==> src/hdl/ihds_pkg.sv <==
// Shared types and constants for the image header dimension sniffer.
`timescale 1ns / 1ps

package ihds_pkg;

  localparam logic [7:0] BytePad    = 8'hFF;
  localparam logic [7:0] ByteSoi    = 8'hD8;
  localparam logic [7:0] ByteSof0   = 8'hC0;
  localparam logic [7:0] ByteSof1   = 8'hC1;
  localparam logic [7:0] ByteSof2   = 8'hC2;
  localparam logic [7:0] ByteSos    = 8'hDA;
  localparam logic [7:0] ByteEoi    = 8'hD9;
  localparam logic [7:0] BytePngSig0 = 8'h89;
  localparam logic [7:0] BytePngSig1 = 8'h50;
  localparam logic [7:0] BytePngSig2 = 8'h4E;
  localparam logic [7:0] BytePngSig3 = 8'h47;

  localparam logic [4:0] PngBodyStart = 5'd4;
  localparam logic [4:0] PngWidthLo   = 5'd16;
  localparam logic [4:0] PngWidthHi   = 5'd19;
  localparam logic [4:0] PngHeightLo  = 5'd20;
  localparam logic [4:0] PngHeightHi  = 5'd23;

  typedef enum logic [3:0] {
    ST_START = 4'd0,
    ST_JSIG  = 4'd1,
    ST_PSIG  = 4'd2,
    ST_SCAN  = 4'd3,
    ST_MARK  = 4'd4,
    ST_LENHI = 4'd5,
    ST_LENLO = 4'd6,
    ST_SKIP  = 4'd7,
    ST_SOF   = 4'd8,
    ST_PBODY = 4'd9,
    ST_DONE  = 4'd10
  } parse_state_e;

  typedef enum logic [1:0] {
    FMT_UNKNOWN = 2'd0,
    FMT_JPEG    = 2'd1,
    FMT_PNG     = 2'd2
  } format_e;

  typedef struct packed {
    logic [7:0] data_byte;
    logic       last_byte;
  } in_word_t;

  typedef struct packed {
    logic        found;
    format_e     format;
    logic [31:0] width;
    logic [31:0] height;
  } result_t;

endpackage

==> src/hdl/ihds_in_stage.sv <==
// Input register stage that holds one incoming word until the parser takes it.
`timescale 1ns / 1ps

module ihds_in_stage (
  input  logic              clk_i,
  input  logic              rst_ni,
  input  logic              in_valid_i,
  output logic              in_stall_o,
  input  ihds_pkg::in_word_t word_i,
  input  logic              take_i,
  output logic              valid_o,
  output ihds_pkg::in_word_t word_o
);
  import ihds_pkg::*;

  logic     valid_q, valid_d;
  in_word_t word_q;
  logic     accept;

  assign in_stall_o = valid_q & ~take_i;
  assign accept     = in_valid_i & ~in_stall_o;
  assign valid_d    = accept | (valid_q & ~take_i);

  always_ff @(posedge clk_i or negedge rst_ni) begin
    if (!rst_ni) begin
      valid_q <= 1'b0;
    end else begin
      valid_q <= valid_d;
    end
  end

  always_ff @(posedge clk_i) begin
    if (accept) begin
      word_q <= word_i;
    end
  end

  assign valid_o = valid_q;
  assign word_o  = word_q;

endmodule

==> src/hdl/ihds_parser.sv <==
// Marker and signature parser that updates the header state once per word.
`timescale 1ns / 1ps

module ihds_parser (
  input  logic               clk_i,
  input  logic               rst_ni,
  input  logic               take_i,
  input  ihds_pkg::in_word_t word_i,
  output ihds_pkg::result_t  result_o
);
  import ihds_pkg::*;

  parse_state_e state_q, state_d;
  logic [4:0]   pos_q, pos_d;
  logic [15:0]  skip_q, skip_d;
  logic [31:0]  width_q, width_d;
  logic [31:0]  height_q, height_d;
  format_e      format_q, format_d;
  logic         found_q, found_d;
  logic [7:0]   b;
  logic [15:0]  seg_len;
  logic [15:0]  seg_rem;
  logic [7:0]   png_want;

  assign b       = word_i.data_byte;
  assign seg_len = skip_q | {8'h00, b};
  assign seg_rem = (seg_len >= 16'd2) ? (seg_len - 16'd2) : 16'd0;

  always_comb begin
    unique case (pos_q)
      5'd1:    png_want = BytePngSig1;
      5'd2:    png_want = BytePngSig2;
      default: png_want = BytePngSig3;
    endcase
  end

  always_comb begin
    state_d  = state_q;
    pos_d    = pos_q;
    skip_d   = skip_q;
    width_d  = width_q;
    height_d = height_q;
    format_d = format_q;
    found_d  = found_q;
    unique case (state_q)
      ST_START: begin
        if (b == BytePad) begin
          state_d = ST_JSIG;
        end else if (b == BytePngSig0) begin
          state_d = ST_PSIG;
          pos_d   = 5'd1;
        end else begin
          state_d = ST_DONE;
        end
      end
      ST_JSIG: begin
        if (b == ByteSoi) begin
          format_d = FMT_JPEG;
          state_d  = ST_SCAN;
        end else begin
          state_d = ST_DONE;
        end
      end
      ST_PSIG: begin
        if (b != png_want) begin
          state_d = ST_DONE;
        end else if (pos_q == 5'd3) begin
          format_d = FMT_PNG;
          state_d  = ST_PBODY;
          pos_d    = PngBodyStart;
        end else begin
          pos_d = pos_q + 5'd1;
        end
      end
      ST_SCAN: begin
        if (b == BytePad) begin
          state_d = ST_MARK;
        end
      end
      ST_MARK: begin
        priority if (b == BytePad) begin
          state_d = ST_MARK;
        end else if (b == ByteSof0 || b == ByteSof1 || b == ByteSof2) begin
          state_d = ST_SOF;
          pos_d   = 5'd0;
        end else if (b == ByteSos || b == ByteEoi) begin
          state_d = ST_DONE;
        end else begin
          state_d = ST_LENHI;
        end
      end
      ST_LENHI: begin
        skip_d  = {b, 8'h00};
        state_d = ST_LENLO;
      end
      ST_LENLO: begin
        skip_d  = seg_rem;
        state_d = (seg_rem == 16'd0) ? ST_SCAN : ST_SKIP;
      end
      ST_SKIP: begin
        skip_d = skip_q - 16'd1;
        if (skip_q == 16'd1) begin
          state_d = ST_SCAN;
        end
      end
      ST_SOF: begin
        unique case (pos_q)
          5'd3:    height_d = {16'h0000, b, 8'h00};
          5'd4:    height_d = height_q | {24'h000000, b};
          5'd5:    width_d  = {16'h0000, b, 8'h00};
          5'd6: begin
            width_d = width_q | {24'h000000, b};
            found_d = 1'b1;
            state_d = ST_DONE;
          end
          default: ;
        endcase
        pos_d = pos_q + 5'd1;
      end
      ST_PBODY: begin
        if (pos_q >= PngWidthLo && pos_q <= PngWidthHi) begin
          width_d = {width_q[23:0], b};
        end else if (pos_q >= PngHeightLo && pos_q <= PngHeightHi) begin
          height_d = {height_q[23:0], b};
        end
        if (pos_q == PngHeightHi) begin
          found_d = 1'b1;
          state_d = ST_DONE;
        end
        pos_d = pos_q + 5'd1;
      end
      default: begin
        state_d = ST_DONE;
      end
    endcase
  end

  assign result_o.found  = found_d;
  assign result_o.format = format_d;
  assign result_o.width  = found_d ? width_d : 32'd0;
  assign result_o.height = found_d ? height_d : 32'd0;

  always_ff @(posedge clk_i or negedge rst_ni) begin
    if (!rst_ni) begin
      state_q  <= ST_START;
      pos_q    <= 5'd0;
      skip_q   <= 16'd0;
      width_q  <= 32'd0;
      height_q <= 32'd0;
      format_q <= FMT_UNKNOWN;
      found_q  <= 1'b0;
    end else if (take_i) begin
      if (word_i.last_byte) begin
        state_q  <= ST_START;
        pos_q    <= 5'd0;
        skip_q   <= 16'd0;
        width_q  <= 32'd0;
        height_q <= 32'd0;
        format_q <= FMT_UNKNOWN;
        found_q  <= 1'b0;
      end else begin
        state_q  <= state_d;
        pos_q    <= pos_d;
        skip_q   <= skip_d;
        width_q  <= width_d;
        height_q <= height_d;
        format_q <= format_d;
        found_q  <= found_d;
      end
    end
  end

  // A find always ends the search for the rest of the file.
  a_found_done: assert property (@(posedge clk_i) disable iff (!rst_ni)
    found_q |-> state_q == ST_DONE)
    else $error("found set outside the done state");

  // A segment skip never sits on an exhausted count.
  a_skip_nonzero: assert property (@(posedge clk_i) disable iff (!rst_ni)
    state_q == ST_SKIP |-> skip_q != 16'd0)
    else $error("skip state with zero count");

  // The PNG body walk stays within the header bytes.
  a_pbody_range: assert property (@(posedge clk_i) disable iff (!rst_ni)
    state_q == ST_PBODY |-> (pos_q >= PngBodyStart && pos_q <= PngHeightHi
                             && format_q == FMT_PNG))
    else $error("PNG body position out of range");

  // A JPEG walk always follows a detected JPEG signature.
  a_jpeg_format: assert property (@(posedge clk_i) disable iff (!rst_ni)
    (state_q == ST_SCAN || state_q == ST_MARK || state_q == ST_SOF)
    |-> format_q == FMT_JPEG)
    else $error("JPEG scan without JPEG format");

endmodule

==> src/hdl/ihds_out_stage.sv <==
// Result register that holds one result word until the receiver takes it.
`timescale 1ns / 1ps

module ihds_out_stage (
  input  logic              clk_i,
  input  logic              rst_ni,
  input  logic              load_i,
  input  ihds_pkg::result_t result_i,
  output logic              busy_o,
  output logic              out_valid_o,
  input  logic              out_stall_i,
  output ihds_pkg::result_t result_o
);
  import ihds_pkg::*;

  logic    valid_q, valid_d;
  result_t result_q;

  assign busy_o  = valid_q & out_stall_i;
  assign valid_d = load_i | busy_o;

  always_ff @(posedge clk_i or negedge rst_ni) begin
    if (!rst_ni) begin
      valid_q <= 1'b0;
    end else begin
      valid_q <= valid_d;
    end
  end

  always_ff @(posedge clk_i) begin
    if (load_i) begin
      result_q <= result_i;
    end
  end

  assign out_valid_o = valid_q;
  assign result_o    = result_q;

endmodule

==> src/hdl/image_header_dimension_sniffer_unit.sv <==
// Top level of the image header dimension sniffer.
`timescale 1ns / 1ps
// The input channel carries an image file, one byte per word, with last_byte_i
// high on the final byte. A word is taken at a clock edge where in_valid_i is
// high and in_stall_o is low. Files that open with FF D8 are walked as JPEG
// marker chains; files that open with 89 50 4E 47 are read as PNG headers.
// For each file exactly one result word leaves on the output channel after
// its final byte: found_o, format_o (0 unknown, 1 JPEG, 2 PNG), and width_o
// and height_o, which are zero when nothing was found. A result is taken at
// an edge where out_valid_o is high and out_stall_i is low.
// Throughput is one byte per cycle except while a final byte waits for a stalled
// receiver. A byte is held in the input register and is parsed into the result
// register when the parser takes it; the result waits there for the receiver.
// While the receiver stalls, the result holds and bytes that give no result
// keep flowing; only a final byte waits in the input register, which then
// raises in_stall_o. Reset empties both registers and returns the parser to
// the start of a file.

module image_header_dimension_sniffer_unit (
  input  logic        clk_i,
  input  logic        rst_ni,
  input  logic        in_valid_i,
  output logic        in_stall_o,
  input  logic [7:0]  data_byte_i,
  input  logic        last_byte_i,
  output logic        out_valid_o,
  input  logic        out_stall_i,
  output logic        found_o,
  output logic [1:0]  format_o,
  output logic [31:0] width_o,
  output logic [31:0] height_o
);
  import ihds_pkg::*;

  in_word_t in_word;
  in_word_t held_word;
  logic     held_valid;
  logic     take;
  logic     out_busy;
  result_t  parse_result;
  result_t  out_result;

  assign in_word.data_byte = data_byte_i;
  assign in_word.last_byte = last_byte_i;

  assign take = held_valid & (~held_word.last_byte | ~out_busy);

  ihds_in_stage u_in_stage (
    .clk_i      (clk_i),
    .rst_ni     (rst_ni),
    .in_valid_i (in_valid_i),
    .in_stall_o (in_stall_o),
    .word_i     (in_word),
    .take_i     (take),
    .valid_o    (held_valid),
    .word_o     (held_word)
  );

  ihds_parser u_parser (
    .clk_i    (clk_i),
    .rst_ni   (rst_ni),
    .take_i   (take),
    .word_i   (held_word),
    .result_o (parse_result)
  );

  ihds_out_stage u_out_stage (
    .clk_i       (clk_i),
    .rst_ni      (rst_ni),
    .load_i      (take & held_word.last_byte),
    .result_i    (parse_result),
    .busy_o      (out_busy),
    .out_valid_o (out_valid_o),
    .out_stall_i (out_stall_i),
    .result_o    (out_result)
  );

  assign found_o  = out_result.found;
  assign format_o = out_result.format;
  assign width_o  = out_result.width;
  assign height_o = out_result.height;

endmodule
==> config.mk <==
export PLATFORM = sky130hd
export DESIGN_NAME = image_header_dimension_sniffer_unit
export DESIGN_NICKNAME = d
export VERILOG_FILES = /design/src/hdl/ihds_pkg.sv /design/src/hdl/ihds_in_stage.sv /design/src/hdl/ihds_parser.sv /design/src/hdl/ihds_out_stage.sv /design/src/hdl/image_header_dimension_sniffer_unit.sv
export SDC_FILE = /design/constraint.sdc
export NUM_CORES = 1
export LEC_CHECK = 0
export BUFFER_PORTS_ARGS = -buffer_cell sky130_fd_sc_hd__buf_2
export CORE_AREA = 2 2 140 114
export CTS_CLUSTER_SIZE = 40
export DETAILED_ROUTE_END_ITERATION = 6
export DIE_AREA = 0 0 142 116
export GPL_TIMING_DRIVEN = 0
export PLACE_DENSITY = 0.79
export REMOVE_ABC_BUFFERS = 1
export SKIP_CTS_REPAIR_TIMING = 1
export SLEW_MARGIN = 15
export SYNTH_ARGS = -nofsm -noshare
export SYNTH_HDL_FRONTEND = slang
export SYNTH_HIERARCHICAL = 1
export SYNTH_SLANG_ARGS = --single-unit
==> constraint.sdc <==
create_clock -name clk_i -period 3.55 [get_ports clk_i]
set_input_delay 0.355 -clock clk_i [delete_from_list [all_inputs] [get_ports clk_i]]
set_output_delay 0.355 -clock clk_i [all_outputs]
set_load 0.01 [all_outputs]
---- Word-level counts from Yosys, hierarchy flattened ----
Cells that the tools add are included.
storage, ports and cells
  register bits after elaboration ......... 170
  latch bits .............................. 0
  RAM bits ................................ 0
  memory bits (read-only) ................. 0
  output and inout port bits .............. 69
  logic and storage cells ................. 132
  memories ................................ 0
cells by class
  add/sub/neg operators ................... 3
  multiply operators ...................... 0
  divide/modulo/power cells ............... 0
  magnitude comparators ................... 5
  eq/ne operators ......................... 36
  shifts and indexed selects .............. 0
  mux-type cells .......................... 45
  bitwise operators ....................... 15
  reductions and logical operators ........ 13
operators with widths
  cell                   number
  $pmux 32 s2            4
  $mux 32                5
  $eq 8x8->1 const B     8
  $or 32x8->32           2
  $mux 4                 13
  $pmux 16 s3            1
  $pmux 4 s10            1
  $mux 5                 7
  $mux 16                2
  $pmux 5 s4             1
  $ne 3x2->1 const B     6
  $eq 16x1->1 const B    1
  $eq 4x3->1 const B     4
  $ge 16x2->1 const B    1
  $logic_not 16->1       1
  $or 16x8->16           1
  $sub 16x1->16 const B  1
  $sub 16x2->16 const B  1
  $eq 5x3->1 const B     3
  $eq 5x2->1 const B     2
  $ge 5x5->1 const B     2
  $le 5x5->1 const B     2
  $pmux 5 s2             1
  $ne 3x3->1 const B     3
  other kinds (25)       44

---- Longest topological paths before layout ----
Gate-level depths: netlist (run 1).
  word-level depth ........................ 9
  gate-level depth with buffers ........... 12
  depth with buffers taken out ............ 10

---- By module ----
Netlist (run 1), hierarchy kept.
modules (own cells, without submodules)
  module                               times used  cells an instance  area each (um2)  sequential area each (um2)
  ihds_parser                          1           795                6,501.2          2,302.2
  ihds_out_stage                       1           70                 2,050.7          2,037.0
  ihds_in_stage                        1           14                 327.8            295.3
  image_header_dimension_sniffer_unit  1           2                  16.3             0.0

---- Worst setup path after synthesis (run 1) ----
Ideal clock, no wire load.
  kind .................................... reg2reg
  start point ............................. register u_out_stage.valid_q, in the netlist u_out_stage/out_valid_o
  end point ............................... register u_out_stage.result_q (netlist bit u_out_stage/result_o[0]) (enable)
  arrival ................................. 2.277 ns
  setup slack ............................. 0.839 ns
  cell stages (with the launch flop) ...... 3
  cells stage by stage .................... dfrtp_1 > and2_1 > and3b_1
on the way
  word-level cells in the longest chain between the ends .. 5
RTL lines
  what                    RTL line                                   RTL
  start, declared         ihds_out_stage.sv:16                       logic valid_q, valid_d;
  start signal, assigned  ihds_out_stage.sv:26                       valid_q <= valid_d;
  $and 1x1->1             ihds_out_stage.sv:19                       assign busy_o = valid_q & out_stall_i;
  named net out_busy      image_header_dimension_sniffer_unit.sv:39  logic out_busy;
  $not 1->1               image_header_dimension_sniffer_unit.sv:46  assign take = held_valid & (~held_word.last_byte | ~out_busy);
  $or 1x1->1              image_header_dimension_sniffer_unit.sv:46
  $and 1x1->1             image_header_dimension_sniffer_unit.sv:46
  $and 1x1->1             image_header_dimension_sniffer_unit.sv:70  .load_i (take & held_word.last_byte),
  end signal, assigned    ihds_out_stage.sv:32                       result_q <= result_i;
  end, declared           ihds_out_stage.sv:17                       result_t result_q;
The timed path passes the listed nets, and every way through them passes these cells.
A chain may end at the register's enable or synchronous reset.

---- Worst setup path in the final report (run 1) ----
  start point ............................. register u_parser.state_q[0]
  end point ............................... register u_out_stage.result_q (netlist bit u_out_stage/result_o[3]) (data pin)
on the way
  word-level cells in the longest chain between the ends .. 2
  elaborated cells between the ends (all ways) .. 4
  classes of those cells .................. eq/ne: 2; mux: 2
RTL lines
  what                                       RTL line            RTL
  start, declared                            ihds_parser.sv:13   parse_state_e state_q, state_d;
  start signal, assigned                     ihds_parser.sv:162  state_q <= state_d;
  $eq 4x4->1                                 ihds_parser.sv:45   unique case (state_q)
  $pmux 32 s2 or $pmux 1 s2 (tied branches)  ihds_parser.sv:45
Parallel ways exist; a longest one is shown, timed or not.

==> results.txt, run 1 <==
The number of CTS-inserted buffers is 17. The initial antenna violation count is 0. The first-iteration detailed-routing DRC count is around 900. For this run, the leading register cell type out of synthesis is sky130_fd_sc_hd__dfrtp_1. Summed over all layers, the global routing overflow is 0.

The worst stage delay on the critical path came out at 0.97 ns. The part of the Yosys area used for sequential elements is between 50% and 60%. The largest net degree at the start of global routing came out at 65. The via density per instance is around 6.6. The worst-case headroom to the max-slew limit came out at between 30% and 40%. The number of global-route vias before repair came out at approximately 6900. The placed cell count is 1088. The synthesized design contains 76 enable-type register cells. The worst setup path is captured at a flop. The routed via count came out at about 7400. The post-detailed-routing wire length is approximately 22000 um. The number of max-slew violations in the final report is 0. The worst hold slack across all endpoints is between 0.09 and 0.1 ns. The floorplan step defined a core boundary enclosing between 0.01 and 0.015 mm^2.

The power per standard cell area came out at between 400 and 500 mW/mm^2. Once the floorplan was initialized, standard cells occupied slightly below 60% of the core. The hold violation total from the final report came out at 0. The signal on the critical path passes through nand4bb_1 > nor2b_2 > buf_8 > a31oi_4 > buf_12 > buf_16 > a22oi_1 > nor2_1. The total half-perimeter wirelength after legalization and detailed placement is 14300 um. After detailed routing, the number of remaining DRC violations is 0. The shortest period the worst path allows is ~3.3 ns. The overall power came out at between 5 and 6 mW. The floorplan step defined a die boundary enclosing between 0.015 and 0.02 mm^2. The worst hold path belongs to the class in2reg. The critical path startpoint category is a flop. The fraction of layout cells with a size suffix above 1 came out at about 16%. The maximum clock insertion buffer count came out at 2. The data arrival time of the critical path came out at ~3.5 ns. A synthesized cell averages between 10 and 15 um^2. Setup repair after global routing left no endpoint under its margin. The final clock skew came out at between 0.007 and 0.008 ns. The count of buffers inserted at the top-level ports came out at 81.

The kind of critical path is reg2reg. Across the run, the number of max-cap violations was 0. The first global-routing pass estimated 35300 um of wire.

The synthesized instance count is slightly below 900. The boundary pin count came out at about 80. After detailed routing, the average wire length per cell comes to between 15 and 20 um. Setup violations remaining at the end of the flow were counted as 0.

In this run the horizontal extent of the chip is roughly 140 um. The worst-skew pair later-pin latency came out at 0.44 ns. The slowest stage of the critical path is the sky130_fd_sc_hd__dfrtp_1 cell. The number of nets in the layout is around 940. The maximum fanout along the worst path is 33. The core occupancy in the finished layout came out at between 60% and 70%. In this run, distinct cell masters in the synthesized netlist total 77.

The post-route clock period utilization came out at 92.2%. The H-tree depth is 4. Synthesis inferred 170 register bits. The count of nets left with antenna violations once routing finished came out at 0. The synthesized area came out at between 0.008 and 0.009 mm^2. The area growth from synthesis to final layout came out at 15.4%. The clock root buffer is sky130_fd_sc_hd__clkbuf_16. Clock-pin slew was measured on the worst setup and hold paths at 0.07 ns. The maximum clock frequency came out at ~300 MHz.

The congestion estimate from routability-driven global placement came to a little over 0.9. The overall die height is approximately 120 um. The number of non-filler instances in the completed layout is between 1000 and 1500. The clock net sink count is 170. For the pin with the worst max-slew slack, the measured transition is 0.951 ns. The leakage dissipation is 3.95 nW. The yosys synthesis warning count is 6. The cell family contributing the most delay on the critical path is simple AND/OR/NAND/NOR gates. The clock tree from TritonCTS is done. The flow ran to the end, and the final reports show no timing, DRC or antenna violations. The combined global-route utilization of all metal layers is about 27%. The critical path buffer and inverter count came out at 3. IR analysis of the VDD net gives a maximum drop of just over 0.0004 V.

In the synthesized netlist the async set-or-reset flop fraction comes to between 50 and 60%. The floorplan has 40 rows. At the worst endpoint, the required time is between 3 and 4 ns.

The number of inserted diodes is 0. The length of the first detailed-routing pass in iterations came out at 6.
==> cells in the mapped netlist (all sizes together), types with 3 or more instances <==
library cell    n  area, um^2
and2           15        96.4
dfrtp          94        2350
and3            7        43.8
nor2b           7        43.8
nor4            7        58.8
nor3           11        71.3
o21ai          30         150
edfxtp         76        2280
nand3           7        35.0
xnor2           4        35.0
a41oi           3        33.8
a211oi          3        27.5
a311oi          3        26.3
nor2          110         413
o2bb2ai         4        35.0
a32oi           4        35.0
a22oi          92         691
a31oi           5        46.3
a22o           45         394
nor4b           4        50.1
nand4b          3        26.3
ha              7        87.6
and3b           3        26.3
and4            3        26.3
nor3b           6        45.0
nand2b         11        76.3
inv            58         218
o22ai          47         294
a21oi          40         200
nand4           9        56.3
nand2          30         113
a21boi          4        30.0
o31ai           8        60.1
xor2            7        61.3
clkbuf         57         214
a21o            6        45.0
buf            21         109
==> kinds of logic after synthesis <==
| logic type | share of synthesized area [%] |
|---|---|
| buffers and inverters | 6.08 |
| XOR/XNOR | 1.08 |
| adder cells (fa/ha/maj) | 0.984 |
| AO/OA/AOI/OAI | 25.4 |
| flip-flops | 52.1 |
| multiplexers | 0.239 |
| AND/OR/NAND/NOR | 14.1 |
==> sequential cells by signal, indices dropped and copies added (netlist names) <==
register and cells:
u_parser/pos_q 5, u_parser/skip_q 16, u_out_stage/out_valid_o 1, u_parser/found_q 1, u_parser/format_q 2, u_parser/state_q 4, u_in_stage/valid_o 1, u_parser/height_q 32
u_parser/width_q 32, u_out_stage/result_o 67, u_in_stage/word_o 9
==> routing by layer <==
metal,global-route usage [%],routed length (um),part of all wire (%)
met1,39.3,9790,45
met5,0,0,0
met4,10.1,434,2.0
met2,41.0,9990,46
met3,6.12,1580,7.3
==> final timing paths <==
check / startpoint / cells after the start / slack, ns / to
max: u_parser/state_q[0] / 8 / 0.28 / u_out_stage/result_o[3]
min: last_byte_i / 1 / 0.09 / u_in_stage/word_o[0]
max reg2reg: u_parser/state_q[0] / 8 / 0.28 / u_out_stage/result_o[3]
min reg2reg: u_parser/width_q[26] / 1 / 0.50 / u_parser/width_q[26]
max in group asynchronous: rst_ni / 3 / 2.57 / u_parser/width_q[1]
min in group asynchronous: rst_ni / 2 / 0.37 / u_parser/skip_q[3]
==> metrics by stage <==
stage | worst slack, ns | cell area (um^2) | TNS, ns
2_1_floorplan | -1.81 | 8570 | -156.60
3_3_place_gp | -4.79 | 9220 | -578.91
3_5_place_dp | 0.170 | 9630 | 0
4_1_cts | 0.113 | 10200 | 0
5_1_grt | 0.176 | 10300 | 0
6_report | 0.278 | 10300 | 0
==> cells in the final DEF, fill, tap and decap left out, types with 17 or more instances in the layout <==
master	instances
sky130_fd_sc_hd__a22o_1	45
sky130_fd_sc_hd__a21oi_1	40
sky130_fd_sc_hd__dfrtp_1	94
sky130_fd_sc_hd__edfxtp_1	76
sky130_fd_sc_hd__clkbuf_16	17
sky130_fd_sc_hd__o21ai_0	26
sky130_fd_sc_hd__inv_1	58
sky130_fd_sc_hd__nand2_1	30
sky130_fd_sc_hd__a22oi_1	92
sky130_fd_sc_hd__o22ai_1	47
sky130_fd_sc_hd__buf_2	80
sky130_fd_sc_hd__nor2_1	109
==> area by class of cell <==
cell class / count / area, um^2
Clock buffer: 17 / 425
Clock inverter: 15 / 185
Fill cell: 1088 / 4700
Inverter: 58 / 218
Multi-Input combinational cell: 575 / 3810
Sequential cell: 170 / 4630
Tap cell: 189 / 236
Timing Repair Buffer: 97 / 757
==> where the power goes <==
group	switching, mW	internal (mW)	total, mW
Clock	0.820	1.12	1.94
Sequential	0.149	2.17	2.32
Combinational	0.496	0.297	0.793
Total	1.46	3.59	5.06
(Power assumes the default switching activity.)
==> inputs of run 2 (changes only) <==
- CORE_AREA: 2 2 140 114 -> 2 2 182 148
- DIE_AREA: 0 0 142 116 -> 0 0 184 150
- PLACE_DENSITY: 0.79 -> unset
- clock period: 3.55 -> 3.65 ns (I/O delays scaled with it)
==> results.txt, run 2 (same netlist as run 1, synthesis figures left out) <==
The initial antenna violation count came out at 0 (unchanged). The first-iteration detailed-routing DRC count came to 628 (-31%). The setup-violating endpoint count in the final report was 0 (unchanged). The final antenna-violating net count is 0 (unchanged). The number of CTS-inserted buffers came out at 17 (unchanged). The post-route clock period utilization came out at 91.7% (-0.50 points). The reg-to-reg endpoint is u_out_stage/result_o[5].

STA classifies the critical path endpoint as a flop. The hold violation total from the final report came to 0 (unchanged). The overall die height is 150 um (+29%).

The fraction of layout cells with a size suffix above 1 is 16.2% (unchanged). The depth of the worst hold-timing path is 1 (unchanged). The routed via count came to 7184 (-2.5%). The worst-skew pair later-pin latency came out at 0.44 ns (about the same).

The min-delay analysis places its worst path in the category in2reg. The met2 global-route usage was 24.2% (-17 points). The count of buffers inserted at the top-level ports was 81 (unchanged).

The most utilized layer in the global route result is met1. The area enclosed by the die boundary came out at 0.0276 mm^2 (+68%). In this run the clock root is driven by a sky130_fd_sc_hd__clkbuf_16.

The worst endpoint required time is 3.80 ns (+0.07 ns). Leaving out fill and tap cells, the most frequent cell in the layout is sky130_fd_sc_hd__nor2_1. The power per standard cell area came out at 465 mW/mm^2 (-5.6%). The total overflow reported by the global router came out at 0 (unchanged). The maximum clock frequency was 299 MHz (-2.2%).

The maximum clock insertion buffer count was 2 (unchanged). For hold timing, the worst endpoint is u_in_stage/word_o[0]. Compared with the post-synthesis result, the final layout area differs by 16.9%. The combined global-route utilization of all metal layers is 16.8% (-11 points).

By startpoint and endpoint, the worst setup path is classified as reg2reg. The max capacitance violation total came out at 0 (unchanged). The boundary pin count is 82 (unchanged). The largest net degree at the start of global routing is 55 (-15%). The startpoint identified for the worst register-to-register timing path is u_parser/state_q[0]. The worst-case headroom to the max-slew limit is 31.4% (-5.2 points). The total half-perimeter wirelength after legalization and detailed placement was 15200 um (+6.4%). The critical path startpoint category is a flop. TritonCTS built the clock tree. The chip width is 184 um (+30%). The standard-cell row count is 53 (+33%). The H-tree depth came out at 4 (unchanged). The shortest period the worst path allows came out at 3.35 ns (+0.0739 ns).

The starting density of the core came out at 34.4% (-25 points). In the layout the commonest cells are 109 x sky130_fd_sc_hd__nor2_1, 94 x sky130_fd_sc_hd__dfrtp_1, 92 x sky130_fd_sc_hd__a22oi_1, 80 x sky130_fd_sc_hd__buf_2, 76 x sky130_fd_sc_hd__edfxtp_1. The critical path starts at u_parser/state_q[0]. The via density per instance is 5.69 (-13%).

The total DRC errors in the routed layout came out at 0 (unchanged). Setup repair after global routing left no endpoint under its margin. The transition time at the pin with the least slew margin came out at 1.02 ns (+0.0697 ns). The post-detailed-routing wire length came to 22700 um (+4.2%). The met1 routing resource usage after global routing is 25.0% (-14 points).

The flip-flop count of the largest register, all copies and words added came to 67 (unchanged). The length of the first detailed-routing pass in iterations came out at 5 (-1). The post-route cell area came out at 0.0104 mm^2 (+1.4%). The clock net sink count is 170 (unchanged). The final weighted congestion in routability-driven placement came to 0.904 (-1.2%). The area of the core region came out at 0.0259 mm^2 (+73%).

The routed wire length per instance came out at 18.0 um (-7.5%). The worst IR drop on VDD came out at 0.000342 V (-17%). The maximum fanout along the worst path is 27 (-18%). The met3 usage in global routing came out at 4.06% (-2.1 points). The clock slew seen by the registers of the worst setup and hold paths came out at 0.07 ns (about the same).

The core occupancy in the finished layout is 40.2% (-28 points). The final clock skew is 0.0175 ns (+0.00958 ns). The launch instance of the worst min-delay path is last_byte_i. The run finished with clean final reports. The number of global-route vias before repair came to 6760 (-2.1%). The number of nets in the layout is 939 (unchanged). The number of max-slew violations in the final report came to 0 (unchanged). The number of inserted diodes came to 0 (unchanged). The worst setup slack for register-to-register paths came out at 0.30 ns (+0.03 ns). The data arrival time of the critical path came out at 3.49 ns (+0.03 ns). The first-pass GRT wire length came out at 36400 um (+3.1%). The logic depth of the worst register-to-register path is 7 (-1). The leakage dissipation is 3.93 nW (-0.46%). The standard cell area after detailed placement came to 0.00982 mm^2 (+1.9%).
[run 2: changes by cell type in the layout (fill, tap and decap cells not counted), moves of 2 or more]
cell and delta:
sky130_fd_sc_hd__clkinv_2 +3, sky130_fd_sc_hd__buf_6 +2, sky130_fd_sc_hd__inv_6 -2, sky130_fd_sc_hd__clkinv_1 -3, sky130_fd_sc_hd__clkbuf_1 +2, sky130_fd_sc_hd__inv_8 -2
sky130_fd_sc_hd__clkinv_4 +2
[run 2: metal layers]
metal | up-vias | wire length, um
met5 | - | 0
met4 | 0 | 277
met3 | 22 | 1360
met2 | 241 | 9680
met1 | 3547 | 11400
li1 | 3374 | -
[run 2: worst max path at each step]
stage / to / slack (ns)
final: u_out_stage/result_o[5] / 0.30
after global routing: u_out_stage/result_o[5] / 0.10
after CTS: u_parser/width_q[1] / 0.32
after detailed placement: u_parser/width_q[0] / 0.36
after global placement: u_parser/width_q[6] / -5.17
after floorplan: u_parser/width_q[0] / -1.71
[run 2: where the power goes]
| part | internal, mW | leakage (nW) | switching (mW) |
|---|---|---|---|
| Sequential | 2.11 | 2.04 | 0.132 |
| Clock | 1.01 | 0.276 | 0.796 |
| Combinational | 0.288 | 1.61 | 0.494 |
| Total | 3.42 | 3.93 | 1.42 |
[run 2: through the flow]
| step | std cells | TNS (ns) | power (mW) | hold WS, ns | setup WS [ns] |
|---|---|---|---|---|---|
| 2_1_floorplan | 803 | -139.81 | 2.74 | 0.0694 | -1.71 |
| 3_3_place_gp | 1214 | -639.58 | 3.00 | 0.469 | -5.17 |
| 3_5_place_dp | 1229 | 0 | 3.05 | 0.316 | 0.355 |
| 4_1_cts | 1261 | 0 | 4.88 | -0.167 | 0.321 |
| 5_1_grt | 1262 | 0 | 5.05 | 0.0845 | 0.104 |
| 6_report | 1262 | 0 | 4.84 | 0.107 | 0.304 |
[run 2: layout make-up]
| type | count | area (um^2) |
|---|---|---|
| fill | 2523 | 15500 |
| sequential | 170 | 4630 |
| multi-input combinational | 575 | 3800 |
| timing repair buffer | 97 | 757 |
| clock buffer | 19 | 433 |
| tap | 330 | 413 |
| inverter | 58 | 218 |
| clock inverter | 13 | 144 |
[run 2: critical path, cell delays in order (launching register included)]
cell and delay (ns):
sky130_fd_sc_hd__dfrtp_1 0.95, sky130_fd_sc_hd__nand4bb_1 0.41, sky130_fd_sc_hd__nor2b_4 0.73, sky130_fd_sc_hd__a31oi_4 0.23, sky130_fd_sc_hd__buf_16 0.26, sky130_fd_sc_hd__buf_16 0.17, sky130_fd_sc_hd__a22oi_1 0.21, sky130_fd_sc_hd__nor2_1 0.08
==> inputs of run 3 (changes only) <==
- CTS_BUF_LIST: unset -> sky130_fd_sc_hd__clkbuf_16
- SLEW_MARGIN: 15 -> unset
==> results.txt, run 3 (same netlist as run 1, synthesis figures left out) <==
The number of nets in the layout came to 938 (-0.11%). The total overflow reported by the global router was 0 (unchanged). The depth of the worst hold-timing path came out at 1 (unchanged). The worst setup slack for register-to-register paths is 0.36 ns (+0.05 ns). The cell type of the slowest stage on the worst timing path is sky130_fd_sc_hd__o311ai_1. The data arrival time of the critical path is 3.67 ns (+0.18 ns).

The largest net degree at the start of global routing is 55 (unchanged). The hold violation total from the final report came to 0 (unchanged). The critical path startpoint category is a flop. The area enclosed by the die boundary came out at 0.0276 mm^2 (unchanged). The chip width came out at 184 um (unchanged). The length of the first detailed-routing pass in iterations came out at 7 (+2). The post-route clock period utilization was 90.2% (-1.4 points). The area growth from synthesis to final layout is 16.5%. The combined global-route utilization of all metal layers is 16.9% (+0.12 points). The critical path buffer and inverter count came to 1 (-1).

The power per standard cell area is 456 mW/mm^2 (-2.0%). The transition time at the pin with the least slew margin is 1.28 ns (+0.262 ns). The via density per instance is 5.66 (-0.59%).

The met1 routing resource usage after global routing is 25.2% (+0.21 points). The most utilized layer in the global route result is met1. The kind of end point of the critical path is a flop.

The number of max-slew violations in the final report came out at 0 (unchanged). Leaving out fill and tap cells, the most frequent cells in the layout are 109 x sky130_fd_sc_hd__nor2_1, 94 x sky130_fd_sc_hd__dfrtp_1, 92 x sky130_fd_sc_hd__a22oi_1, 80 x sky130_fd_sc_hd__buf_2, 76 x sky130_fd_sc_hd__edfxtp_1. The count of buffers inserted at the top-level ports came out at 81 (unchanged). The tree is rooted in a sky130_fd_sc_hd__clkbuf_16.

The flow ran to the end, and the final reports show no timing, DRC or antenna violations. Walking the worst path, the cells encountered are ha_1 > o311ai_1 > nor2_2 > a31oi_4 > inv_1 > o21ai_4 > a22o_1. The H-tree depth is 4 (unchanged). The worst endpoint required time is 4.02 ns (+0.22 ns). The final clock skew is 0.0147 ns (-0.00277 ns). The number of CTS-inserted buffers came out at 17 (unchanged).

The overall die height came out at 150 um (unchanged). The flip-flop count of the largest register, all copies and words added was 67 (unchanged). The area of the core region was 0.0259 mm^2 (unchanged).

The leakage dissipation is 3.91 nW (-0.43%). The worst-case headroom to the max-slew limit is 13.9% (-17 points). The first-pass GRT wire length came to 36600 um (+0.70%). The met3 usage in global routing came out at 3.87% (-0.19 points). The total half-perimeter wirelength after legalization and detailed placement came out at 15300 um (+0.37%). The standard-cell row count is 53 (unchanged). The total stage count of the critical path is 7 (unchanged). The worst IR drop on VDD came out at 0.000348 V (+1.9%). The maximum clock insertion buffer count was 2 (unchanged). The routed wire length per instance is 18.1 um (+0.60%). The initial antenna violation count is 0 (unchanged). The kind of critical path is reg2reg. In this run the critical register-to-register path is captured at u_parser/width_q[2]. TritonCTS built the clock tree. The worst-skew pair later-pin latency is 0.45 ns (about the same). The setup-violating endpoint count in the final report is 0 (unchanged). The post-detailed-routing wire length came out at 22800 um (+0.52%). Setup repair after global routing left no endpoint under its margin. The boundary pin count is 82 (unchanged).

The final antenna-violating net count was 0 (unchanged). The logic depth of the worst register-to-register path came out at 7 (unchanged). The path type of the worst min-delay path is in2reg. The worst hold slack across all endpoints came out at 0.0932 ns (-0.0135 ns). The maximum clock frequency is 304 MHz (+1.6%). The number of inserted diodes is 0 (unchanged).

The placed cell count came out at 1228 (-0.081%). The first-iteration detailed-routing DRC count came out at 758 (+21%). The worst flop-to-flop path startpoint is u_parser/pos_q[0]. The maximum fanout along the worst path is 23 (-15%).

The total DRC errors in the routed layout came out at 0 (unchanged). The filler cell count in the final layout is 2526 (+0.12%). The library cell used most frequently in the layout, excluding fill and tap cells, is sky130_fd_sc_hd__nor2_1.

The met2 global-route usage is 24.2% (about the same). The clock net sink count was 170 (unchanged). The fraction of layout cells with a size suffix above 1 is 15.9% (-0.30 points). The shortest period the worst path allows is 3.29 ns (-0.0523 ns). On the critical path the largest part of the delay comes from compound AO/OA/AOI/OAI gates. The worst hold endpoint is u_in_stage/word_o[0]. The number of non-filler instances in the completed layout came out at 1261 (-0.079%). The starting density of the core is 34.4% (unchanged). The clock slew seen by the registers of the worst setup and hold paths came out at 0.07 ns (about the same). The routed via count came out at 7136 (-0.67%). The max capacitance violation total came to 0 (unchanged). The worst hold path begins at last_byte_i. The worst stage delay on the critical path came out at 0.63 ns (-0.32 ns). The number of global-route vias before repair is 6683 (-1.1%).

The final weighted congestion in routability-driven placement came out at 0.904 (unchanged).
==> run 3: cell types whose count changed in the layout (fill, tap and decap cells not counted), sizes merged <==
cell,before,now
clkbuf,19,17
clkinv,5,8
bufinv,2,0
inv,61,63
clkinvlp,3,2
buf,96,95
==> run 3: layout make-up <==
cell class	count	area, um^2	share of cell area [%]
clock buffers	17	425	4.11
clock inverters	15	121	1.17
inverters	58	218	2.10
multi-input cells	575	3800	36.7
flip-flops and latches	170	4630	44.7
well taps	330	413	3.99
repair buffers	96	747	7.21
==> run 3: through the flow <==
stage / worst slack (ns) / instance area, um^2 / util (%) / setup TNS, ns / total power [mW]
after detailed placement: 0.167 / 9800 / 37.9 / 0 / 3.05
after floorplan: -1.71 / 8570 / - / -139.81 / 2.74
after CTS: 0.172 / 10300 / 40.0 / 0 / 4.75
after global placement: -5.17 / 9390 / 36.3 / -639.58 / 3.00
final: 0.356 / 10400 / 40.1 / 0 / 4.73
after global routing: 0.173 / 10400 / 40.1 / 0 / 4.94
==> run 3: metal layers <==
layer,up-vias,share of wire [%]
met5,-,0
met2,253,43
met3,27,6.0
met4,0,1.4
met1,3474,50
li1,3382,-
==> run 3: how the worst max path moves through the flow <==
stage | startpoint | endpoint | slack, ns
floorplan | u_in_stage/word_o[0] | u_parser/width_q[0] | -1.71
CTS | u_parser/pos_q[0] | u_parser/width_q[6] | 0.17
detailed placement | u_parser/pos_q[0] | u_parser/width_q[6] | 0.17
global placement | u_in_stage/word_o[0] | u_parser/width_q[6] | -5.17
finish | u_parser/pos_q[0] | u_parser/width_q[2] | 0.36
global route | u_parser/pos_q[0] | u_parser/width_q[0] | 0.17
==> run 3: power breakdown <==
part / switching, mW / internal, mW / total (mW)
combinational: 0.489 / 0.284 / 0.773
sequential: 0.137 / 2.11 / 2.25
clock: 0.822 / 0.881 / 1.70
